File: config.mk
export PLATFORM = sky130hd
export DESIGN_NAME = sst_ram
export DESIGN_NICKNAME = d
export VERILOG_FILES = /design/src/rtl/sst_ram.sv
export SDC_FILE = /design/constraint.sdc
export NUM_CORES = 1
export LEC_CHECK = 0
export ABC_AREA = 1
export BUFFER_PORTS_ARGS = -buffer_cell sky130_fd_sc_hd__buf_2
export CAP_MARGIN = 30
export CORE_AREA = 2 2 157 113
export CTS_BUF_LIST = sky130_fd_sc_hd__clkbuf_4 sky130_fd_sc_hd__clkbuf_8 sky130_fd_sc_hd__clkbuf_16
export DETAILED_ROUTE_END_ITERATION = 7
export DIE_AREA = 0 0 159 115
export SYNTH_ARGS = -nofsm -noshare
export SYNTH_HDL_FRONTEND = slang
export SYNTH_SLANG_ARGS = --single-unit
File: constraint.sdc
create_clock -name aclk -period 2.15 [get_ports aclk]
set_clock_uncertainty 0.1 [all_clocks]
set_input_delay 0.1075 -clock aclk [delete_from_list [all_inputs] [get_ports aclk]]
set_output_delay 0.1075 -clock aclk [all_outputs]
set_load 0.02 [all_outputs]
File: src/rtl/sst_ram.sv
// generic single write port, single read port ram with registered read
`timescale 1ns / 1ps

module sst_ram #(
    parameter int WIDTH = 8,
    parameter int DEPTH = 16
) (
    input  logic                     aclk,
    input  logic                     we,
    input  logic [$clog2(DEPTH)-1:0] waddr,
    input  logic [WIDTH-1:0]         wdata,
    input  logic [$clog2(DEPTH)-1:0] raddr,
    output logic [WIDTH-1:0]         rdata
);

    logic [WIDTH-1:0] mem [DEPTH];
    logic [WIDTH-1:0] rdata_reg;

    // write and registered read
    always_ff @(posedge aclk) begin
        if (we) begin
            mem[waddr] <= wdata;
        end
        rdata_reg <= mem[raddr];
    end

    assign rdata = rdata_reg;

endmodule

==> out/metrics.yaml <==
finish:
  drive_above_1_share_pct: 11.60
  final_core_util_pct: 39.96
  largest_reg_flops: 128
  final_area_mm2: 0.006720
  diodes: 0
  flow.area_growth_from_synthesis_pct: 16.53
  stdcell_count: 826
  nets: 600
clocking:
  post_cts_resized: 0
  cts.htree.levels: 4
  cts_sinks: 136
  cts_buffer_depth: 2
  holdBufCountCts: 1
  cts_setup_buffers: 0
  clock_latency_ps: 420
  cts_root_buf: "clkbuf_16"
  cts_tree: "yes"
  cts.clk_slew.worst_paths_ps: 60
  cts-buffers-inserted: 17
place:
  numPlacedInstances: 793
  port-buffer-count: 25
  dp_hpwl_um: 8686
  gp_congestion: 0.8862
  placed_area_mm2: 0.006102
drt:
  drt_first_pass_iters: 5
  ant_nets: 0
  wl_um: 13900
  drc: 0
  wire_per_inst_um: 16.83
  vias_per_cell: 4.630
  vias: 3824
  drt_iter0_drc: 392
grt:
  grt_overflow: 0
  grt_max_degree: 65
  use_met1_pct: 23.98
  groute.usage.overall_pct: 16.10
  grt_pass1_wl_um: 21590
  grt_pass1_vias: 3562
  gr-usage-met2_pct: 23.19
  antenna_found_initial: 0
  met3_usage_pct: 4.401
  grt.busiest_layer: "met1"
synth:
  synth_seq_cells: 136
  syn_area_mm2: 0.005767
  avgSynthCellArea_um2: 10.47
  syn_nets: 569
  syn-instance-count: 551
  yosysUniqueCellTypes: 12
  synth_seq_area_share_pct: 69.43
  synth_warnings: 0
floorplan:
  die_h_um: 115
  die_w_um: 159
  core_mm2: 0.01682
  die_area_mm2: 0.01829
  rows: 40
  io_pins: 26
  start_util_pct: 34.29
run:
  drv_cap: 0
pwr:
  seqPwrFrac_pct: 47.0
  ir_drop_mv: 0.5701
  p_switching_w: 0.001438
  p_leak_nw: 2.865
  power.share.clock_pct: 46.9
  intPower_w: 0.004910
  p_per_area_mw_per_mm2: 944.6
  combPwrFrac_pct: 6.0
  p_sw_share_pct: 22.65
hold_path:
  min_path_cells: 1
  hold_end: "mem[12][3]"
  min_path_type: "in -> reg"
  hp-start: "wdata[3]"
timing:
  fin_setup_tns_ps: 0
  setup_viol_count_final: 0
  report.final.slew_viol_count: 0
  worst_pin_slew_ps: 788.1
  grt_setup_unrepaired: "no"
  finalHoldViolations: 0
  post-route-period-util_pct: 55.47
  period_needed_ps: 1193
  slew_headroom_pct: 47.27
  max_freq_mhz: 838.5
setup_path:
  r2r_setup_slack_ps: 960
  rr_endpoint: "rdata[5]"
  worstSetupPathType: "reg -> reg"
  crit_chain: "inv_1 > nand2_1 > nand3_1 > nand3_1 > nand3_1 > nand2_1"
  cpPeakStageDelay_ps: 370
  slowest_stage: "edfxtp_1"
  critical_path.max_fanout: 1
  r2r_cells: 6
  cp-end-kind: "flop"
  start_kind: "flop"
  r2r_start: "mem[7][5]"
  crit_arrival_ps: 1400
  crit_required_ps: 2360
  path_buf_inv: 1
  cp_top_family: "simple AND/OR/NAND/NOR gates"
  cp_common_cell: "nand3_1"
outcome:
  outcome: "finished, final reports clean"
==> power groups by stage <==
stage / clock network, W / logic (W) / registers (W)
3_5_place_dp: 0 / 0.000381 / 0.00304
4_1_cts: 0.00301 / 0.000385 / 0.00299
2_1_floorplan: 0 / 0.000209 / 0.00306
6_report: 0.00298 / 0.000382 / 0.00299
3_3_place_gp: 0 / 0.000375 / 0.00304
5_1_grt: 0.00312 / 0.000424 / 0.00299
==> per-layer routing <==
layer  wire length [um]  vias up  share of wire (%)
li1                   -     1842                  -
met1               6832     1832                 49
met2               5979      138                 43
met3                985       12                7.1
met4                106        0               0.76
met5                  0        -                  0
==> cells by family (layout without fill, tap and decap cells) <==
| group | after synthesis | count (layout) | synth area share (%) |
|---|---|---|---|
| buffers and inverters | 126 | 170 | 9.525 |
| flip-flops | 136 | 136 | 69.43 |
| AND/OR/NAND/NOR | 289 | 289 | 21.05 |
==> area by class of cell <==
cell class                 count  area [um2]
tap                          231       289.0
timing repair buffer          36       222.7
sequential                   136        4004
fill                        1645       10100
multi-input combinational    289        1214
clock buffer                  18       432.9
clock inverter                14       175.2
inverter                     102       382.9
==> worst register-to-register path: cells and delay by family, from the launching register on <==
family                 cells  cell delay, ps
buffers and inverters      1              60
flip-flops                 1             370
AND/OR/NAND/NOR            5             550
==> cell usage after synthesis (all sizes together) <==
| cell | count | share of area, % |
|---|---|---|
| buf | 24 | 2.9 |
| dfxtp | 8 | 2.8 |
| edfxtp | 128 | 67 |
| inv | 102 | 6.6 |
| nand2 | 173 | 11 |
| nand3 | 97 | 8.4 |
| nand3b | 2 | 0.26 |
| nor2 | 17 | 1.1 |
==> layout by cell type, fill, tap and decap left out, drive strengths merged <==
master	count
nand3b	2
clkbuf	18
dfxtp	8
nand3	97
nor2	17
inv	104
clkinv	6
edfxtp	128
bufinv	3
nand2	173
buf	35
dlygate4sd3	1
clkinvlp	3
==> per-stage QoR <==
stage                     worst slack [ps]  power (W)  hold WS, ps
after floorplan                      991.7   0.003264        106.4
after global placement               609.9   0.003418        372.8
after detailed placement             575.2   0.003424        379.0
after CTS                            946.8   0.006382        7.198
after global routing                 894.8   0.006538        25.01
final                                957.3   0.006348        16.99
==> worst max path at each step <==
stage	from	to	slack (ps)	depth (start not counted)
2_1_floorplan	waddr[2]	mem[10][0]	990	2
3_3_place_gp	waddr[2]	mem[3][4]	610	4
3_5_place_dp	waddr[2]	mem[3][7]	580	4
4_1_cts	rdata[0]	rdata[0]	950	1
5_1_grt	mem[7][5]	rdata[5]	890	6
6_report	mem[7][5]	rdata[5]	960	6
Note: power is estimated with default switching activity, not from simulation.
