$ cat config.mk
export PLATFORM = sky130hd
export DESIGN_NAME = sst_match
export DESIGN_NICKNAME = d
export VERILOG_FILES = /design/src/rtl/sst_pkg.sv /design/src/rtl/sst_match.sv
export SDC_FILE = /design/constraint.sdc
export NUM_CORES = 1
export LEC_CHECK = 0
export ABC_AREA = 1
export BUFFER_PORTS_ARGS = -buffer_cell sky130_fd_sc_hd__buf_2
export CORE_MARGIN = 8
export CORE_UTILIZATION = 35
export DETAILED_ROUTE_END_ITERATION = 10
export PLACE_DENSITY = 0.83
export SLEW_MARGIN = 5
export SYNTH_ARGS = -nofsm -noshare
export SYNTH_HDL_FRONTEND = slang
export SYNTH_SLANG_ARGS = --single-unit
$ cat constraint.sdc
create_clock -name vclk -period 1.33
set_clock_uncertainty 0.2 [all_clocks]
set_input_delay 0.266 -clock vclk [all_inputs]
set_output_delay 0.266 -clock vclk [all_outputs]
set_load 0.01 [all_outputs]
$ cat src/rtl/sst_pkg.sv
// shared types and constants for the swap slot table
`timescale 1ns / 1ps

package sst_pkg;

    // fixed field widths
    localparam int OWNER_W          = 16;
    localparam int ADDR_W           = 32;
    localparam int PAGE_SHIFT       = 12;
    localparam int PAGE_W           = ADDR_W - PAGE_SHIFT;
    localparam int SLOT_W           = 10;
    localparam int SECTOR_W         = 13;
    localparam int COUNT_W          = 11;
    localparam int SECTORS_PER_SLOT = 8;

    // operation codes carried in s_tuser
    typedef enum logic [1:0] {
        OP_ALLOC   = 2'd0,
        OP_RELEASE = 2'd1,
        OP_LOOKUP  = 2'd2,
        OP_RSVD    = 2'd3
    } op_t;

    // result status carried in m_tuser
    typedef enum logic [1:0] {
        ST_OK    = 2'd0,
        ST_FULL  = 2'd1,
        ST_MISS  = 2'd2,
        ST_RANGE = 2'd3
    } status_t;

    // sequencer states
    typedef enum logic [2:0] {
        S_CLEAR,
        S_IDLE,
        S_DECODE,
        S_SCAN,
        S_REPLY
    } state_t;

    // owner and page stored per slot
    typedef struct packed {
        logic [OWNER_W-1:0] owner;
        logic [PAGE_W-1:0]  page;
    } tag_t;

endpackage

$ cat src/rtl/sst_match.sv
// slot compare unit shared by the allocate and lookup scans
`timescale 1ns / 1ps

module sst_match (
    input  logic          lookup,
    input  logic          entry_used,
    input  sst_pkg::tag_t entry_tag,
    input  sst_pkg::tag_t key,
    output logic          hit
);

    import sst_pkg::*;

    logic tag_eq;

    // free slot for allocate, used slot with equal owner and page for lookup
    always_comb begin
        tag_eq = (entry_tag.owner == key.owner) && (entry_tag.page == key.page);
        if (lookup) begin
            hit = entry_used && tag_eq;
        end else begin
            hit = !entry_used;
        end
    end

endmodule

==> reports/results.ini, run 1 <==
[timing]
maxSlewViolCount = 0
setup_viol = 1
rsz0062_at_grt = yes
finalCritPeriodShare = 1.18
worstMarginPinSlew_ns = 0.147
hold_violations = 0
setup_ws_ns = -0.245
fin_tns_setup_ns = -0.245
relSlewSlack = 0.901
min_period_ns = 1.58
timing.hold.ws_ns = 0.672
fmax_mhz = 635

[setup_path]
critPathSlowestCell = xnor2_2
path_cells = buf_2 -> xnor2_2 -> nand2_1 -> nor2_1 -> nand2_1 -> nor2_1 -> nand3_1 -> nand2_1 -> buf_6
critPathTopFamily = simple AND/OR/NAND/NOR gates
max_stage_delay_ns = 0.15
path_buf_inv = 2
worstPathRequired_ns = 0.86
critical_path.max_fanout = 1
crit_arrival_ns = 1.11
criticalPathCategory = in -> out
crit_path_end_kind = output pin
crit_top_cell = nand2_1
start_kind = input port

[layout]
fillers = 189
register_area_um2 = 0
post-route-cell-area_mm2 = 0.00111
n_antenna_cell = 0
multiInputGateArea_um2 = 505
syn_to_final_growth_pct = 70.7
nClkBuffers = 0
nets = 301
drive_above_1_share = 0.360
numSequentialCells = 0

[synthesis]
ys_warn_count = 0
synth_common_cells = nand2_1 (64), inv_1 (44), nor2_1 (16)
synth_area_leader_cell = nand2_1
syn_area_um2 = 653
synthTopCellsByArea = nand2_1 (37%), inv_1 (25%), xnor2_1 (12%), nor2_1 (9.2%), xor2_1 (5.4%)
syn-num-nets = 224
yosysTopAreaCellShare = 0.368
synth.yosys.seq_area_share = 0
syn_area_per_cell_um2 = 4.35
yosysMostFrequentCell = nand2_1
synth.distinct_cells = 11
synth_cells = 150

[floorplan]
rows = 15
io-pin-count = 75
fp.dieW_um = 59.2
die-area_mm2 = 0.00350
floorplan.initialDensity = 0.374
die_h_um = 59.2
core_mm2 = 0.00175

[detailed_routing]
vias = 989
avgViaCountPerCell = 3.96
wl_per_cell_um = 9.23
first_iter_violations = 21
ant_nets = 0
drt_pass1_iterations = 3
finalWirelength_mm = 2.31
drc = 0

[outcome]
run_status = finished, violations left
violations = setup timing

[power]
power_w = 0.000288
irDropWorstVdd_mv = 0.121
leakagePower_nw = 0.789
p_per_area_mw_per_mm2 = 258

[placement]
dp_hpwl_mm = 2.06
pre_cts_slack_ns = -0.269
portBuffers = 75
place.gp.congestion = 0.768
dpl_cell_area_mm2 = 0.00106

[global_route]
grt_first_pass_wirelength_mm = 3.49
gr-usage-all-layers = 0.118
grt_pass1_vias = 906
grt_antenna_before_repair = 0
grt_max_degree = 3
overflow = 0

[flow_run]
drv_cap = 0

[clock_tree]
cts_hold_buf = 0
cts_setup_buffers = 0

[min_path]
hp-class = in -> out

==> area by class of cell <==
cell class	count	share of cell area
inverter	44	0.148
tap	25	0.0281
multi-input combinational	106	0.453
timing repair buffer	75	0.370
==> cells in the final DEF (no fill, tap or decap) <==
master / instances
buf_2: 69
nand2_1: 64
inv_1: 43
nor2_1: 15
xnor2_1: 7
buf_6: 6
o21ai_0: 5
xor2_1: 4
nand3_1: 3
xnor2_2: 2
o22ai_1: 2
a21oi_2: 1
nand4_1: 1
inv_2: 1
nor2_2: 1
or2_2: 1
==> stage by stage <==
step,util,std cells
detailed placement,0.607,250
global placement,0.607,250
floorplan,-,150
finish,0.639,250
CTS,0.626,250
global route,0.639,250
==> per-layer routing <==
layer / part of all wire / global-route usage / up-vias
met2: 0.54 / 0.237 / 33
met4: 0 / 0 / 0
met1: 0.38 / 0.123 / 383
met5: 0 / 0 / -
met3: 0.075 / 0.0304 / 0
li1: - / - / 573
==> cell families (layout without fill, tap and decap cells) <==
kind of cell	Yosys count	after routing	share of synthesized area
buf+inv	44	119	0.253
compound gates	8	8	0.0709
simple gates	85	85	0.502
xor+xnor	13	13	0.174
==> repair_timing <==
item | in CTS | in global routing
setup endpoints to repair | 1 | 1
resized for setup | 6 | 4
pin swaps | 10 | 5
==> worst paths after layout <==
check / start / end / slack, ns / depth (start not counted)
worst max-delay path: key[10] / hit / -0.25 / 9
worst min-delay path: lookup / hit / 0.67 / 4
==> where the power goes <==
part / switching (W) / leakage, nW / total [W] / internal [W]
sequential: 0 / 0 / 0 / 0
combinational: 0.000126 / 0.789 / 0.000288 / 0.000162
clock: 0 / 0 / 0 / 0
No activity file was read; power rests on OpenSTA's default activity.
==> run 2, diff against run 1 <==
--- a/config.mk
+++ b/config.mk
@@ -5,12 +5,11 @@
 export SDC_FILE = /design/constraint.sdc
 export NUM_CORES = 1
 export LEC_CHECK = 0
-export ABC_AREA = 1
 export BUFFER_PORTS_ARGS = -buffer_cell sky130_fd_sc_hd__buf_2
 export CORE_MARGIN = 8
-export CORE_UTILIZATION = 35
+export CORE_UTILIZATION = 28
 export DETAILED_ROUTE_END_ITERATION = 10
-export PLACE_DENSITY = 0.83
+export PLACE_DENSITY = 0.86
 export SLEW_MARGIN = 5
 export SYNTH_ARGS = -nofsm -noshare
 export SYNTH_HDL_FRONTEND = slang
==> reports/results.ini, run 2 <==
[outcome]
run_status = finished, violations left  ; unchanged
violations = setup timing  ; unchanged

[layout]
nets = 202  ; was 301
register_area_um2 = 0  ; unchanged
numSequentialCells = 0  ; unchanged
drive_above_1_share = 0.667  ; was 0.360
layout_commonest_cell = buf_2  ; unchanged
n_antenna_cell = 0  ; unchanged
syn_to_final_growth_pct = 117  ; was 70.7%
final_cell_mix = buf_2 (71), xor2_1 (34), nor4_2 (5), buf_6 (4)  ; was buf_2 (69), nand2_1 (64), inv_1 (43), nor2_1 (15), xnor2_1 (7)
fillers = 117  ; was 189
nClkBuffers = 0  ; unchanged

[synthesis]
synth.distinct_cells = 6  ; was 11
syn_area_um2 = 405  ; was 653 um2
ys_warn_count = 0  ; unchanged
synth_common_cells = xor2_1 (35), nor4_1 (8), nand4_1 (3)  ; was nand2_1 (64), inv_1 (44), nor2_1 (16)
yosysMostFrequentCell = xor2_1  ; was nand2_1
synth_cells = 49  ; was 150
synth_area_leader_cell = xor2_1  ; was nand2_1
yosysTopAreaCellShare = 0.756  ; was 0.368
syn-num-nets = 123  ; was 224
syn_area_per_cell_um2 = 8.27  ; was 4.35 um2
synthTopCellsByArea = xor2_1 (76%), nor4_1 (12%), nand4_1 (4.6%), o32ai_2 (4.0%), xnor2_1 (2.2%)  ; was nand2_1 (37%), inv_1 (25%), xnor2_1 (12%), nor2_1 (9.2%), xor2_1 (5.4%)
synth.yosys.seq_area_share = 0  ; unchanged

[detailed_routing]
drc = 0  ; unchanged
first_iter_violations = 3  ; was 21
finalWirelength_mm = 2.12  ; was 2.31 mm
ant_nets = 0  ; unchanged
drt_pass1_iterations = 4  ; was 3
wl_per_cell_um = 15.0  ; was 9.23 um
avgViaCountPerCell = 4.70  ; was 3.96
vias = 662  ; was 989

[placement]
portBuffers = 75  ; unchanged
place.gp.congestion = 0.745  ; was 0.768
pre_cts_slack_ns = -0.590  ; was -0.269 ns
dp_hpwl_mm = 1.89  ; was 2.06 mm

[timing]
timing.hold.ws_ns = 0.704  ; was 0.672 ns
relSlewSlack = 0.837  ; was 0.901
min_period_ns = 1.88  ; was 1.58 ns
worstMarginPinSlew_ns = 0.243  ; was 0.147 ns
hold_violations = 0  ; unchanged
rsz0062_at_grt = yes  ; unchanged
finalCritPeriodShare = 1.41  ; was 1.18
maxSlewViolCount = 0  ; unchanged
fin_tns_setup_ns = -0.546  ; was -0.245 ns
fmax_mhz = 533  ; was 635 MHz
setup_viol = 1  ; unchanged
setup_ws_ns = -0.546  ; was -0.245 ns

[floorplan]
rows = 13  ; was 15
io-pin-count = 75  ; unchanged
floorplan.initialDensity = 0.304  ; was 0.374
die_h_um = 54.1  ; was 59.2 um
die-area_mm2 = 0.00292  ; was 0.00350 mm2
fp.dieW_um = 54.1  ; was 59.2 um
core_mm2 = 0.00133  ; was 0.00175 mm2

[setup_path]
start_kind = input port  ; unchanged
crit_arrival_ns = 1.41  ; was 1.11 ns
critical_path.max_fanout = 1  ; unchanged
crit_path_end_kind = output pin  ; unchanged
worstPathRequired_ns = 0.86  ; about the same
criticalPathCategory = in -> out  ; unchanged

[global_route]
gr-usage-all-layers = 0.119  ; was 0.118
grt_first_pass_wirelength_mm = 2.79  ; was 3.49 mm
grt_max_degree = 3  ; unchanged
grt_antenna_before_repair = 0  ; unchanged
grt_pass1_vias = 741  ; was 906
overflow = 0  ; unchanged

[flow_run]
drv_cap = 0  ; unchanged

[clock_tree]
cts_setup_buffers = 0  ; unchanged

[power]
irDropWorstVdd_mv = 0.139  ; was 0.121 mV
p_per_area_mw_per_mm2 = 280  ; was 258 mW/mm2
leakagePower_nw = 0.477  ; was 0.789 nW

[min_path]
hp-class = in -> out  ; unchanged
whs_endpoint = hit  ; unchanged
hold-path-cell-count = 4  ; unchanged
hold_path_startpoint = entry_used  ; was lookup

[run 2: cell count changes in the layout (fill, tap and decap cells not counted), sizes merged, moves of 2 or more]
cell	previous run	this run
xor2	4	35
o21ai	5	0
inv	44	0
xnor2	9	1
nor2	16	0
nand2	64	0
o22ai	2	0
nand4	1	3
buf	75	77
nand3	3	0
nor4	0	8
[run 2: critical path, stage by stage]
cell	delay (ns)
buf_6	0.10
xor2_2	0.17
nor4_2	0.29
nand4_1	0.15
o32ai_2	0.26
buf_2	0.18
[run 2: area by class of cell]
class | count | area (um2) | share of cell area
well taps | 15 | 18.8 | 0.0214
repair buffers | 77 | 415 | 0.473
multi-input cells | 49 | 444 | 0.506
[run 2: kinds of logic (layout without fill, tap and decap cells)]
| group | count (synthesis) | count (layout) | share of synthesized area |
|---|---|---|---|
| xor+xnor | 36 | 36 | 0.778 |
| compound gates | 1 | 1 | 0.0401 |
| simple gates | 12 | 12 | 0.182 |
| buf+inv | 0 | 77 | 0 |
[run 2: power by group]
part	internal (W)	switching (W)	total [W]	leakage [nW]
clock	0	0	0	0
sequential	0	0	0	0
combinational	0.000145	0.000101	0.000246	0.477
total	0.000145	0.000101	0.000246	0.477
[run 2: worst max path at each step]
stage                             start  end  slack [ns]  cells past startpoint
after floorplan                 key[28]  hit       -0.26                      4
after global placement          key[27]  hit       -0.58                      6
after detailed placement        key[28]  hit       -0.59                      6
after CTS                       key[33]  hit       -0.56                      6
after global routing            key[25]  hit       -0.67                      6
final                     entry_tag[28]  hit       -0.55                      6
[run 2: metal layers]
layer  wire [um]  vias to the layer above  track usage
li1            -                      326            -
met1         759                      283        0.110
met2         996                       53        0.257
met3         360                        0       0.0358
met4           0                        0            0
met5           0                        -            0
[run 2: through the flow]
step,power [W],instances,utilization,area (um2)
3_5_place_dp,0.000220,141,0.611,815
2_1_floorplan,0.0000807,49,-,405
6_report,0.000246,141,0.659,878
4_1_cts,0.000227,141,0.620,827
3_3_place_gp,0.000212,141,0.611,815
5_1_grt,0.000271,141,0.659,878
[run 2: what timing repair did]
| item | 4_1_cts | 5_1_grt |
|---|---|---|
| endpoints found under the hold margin | 0 | 0 |
| cloned | 0 | 0 |
| gates resized for setup | 2 | 8 |
| pin swaps | 5 | 12 |
| setup endpoints to repair | 1 | 1 |
| hold buffers | 0 | 0 |
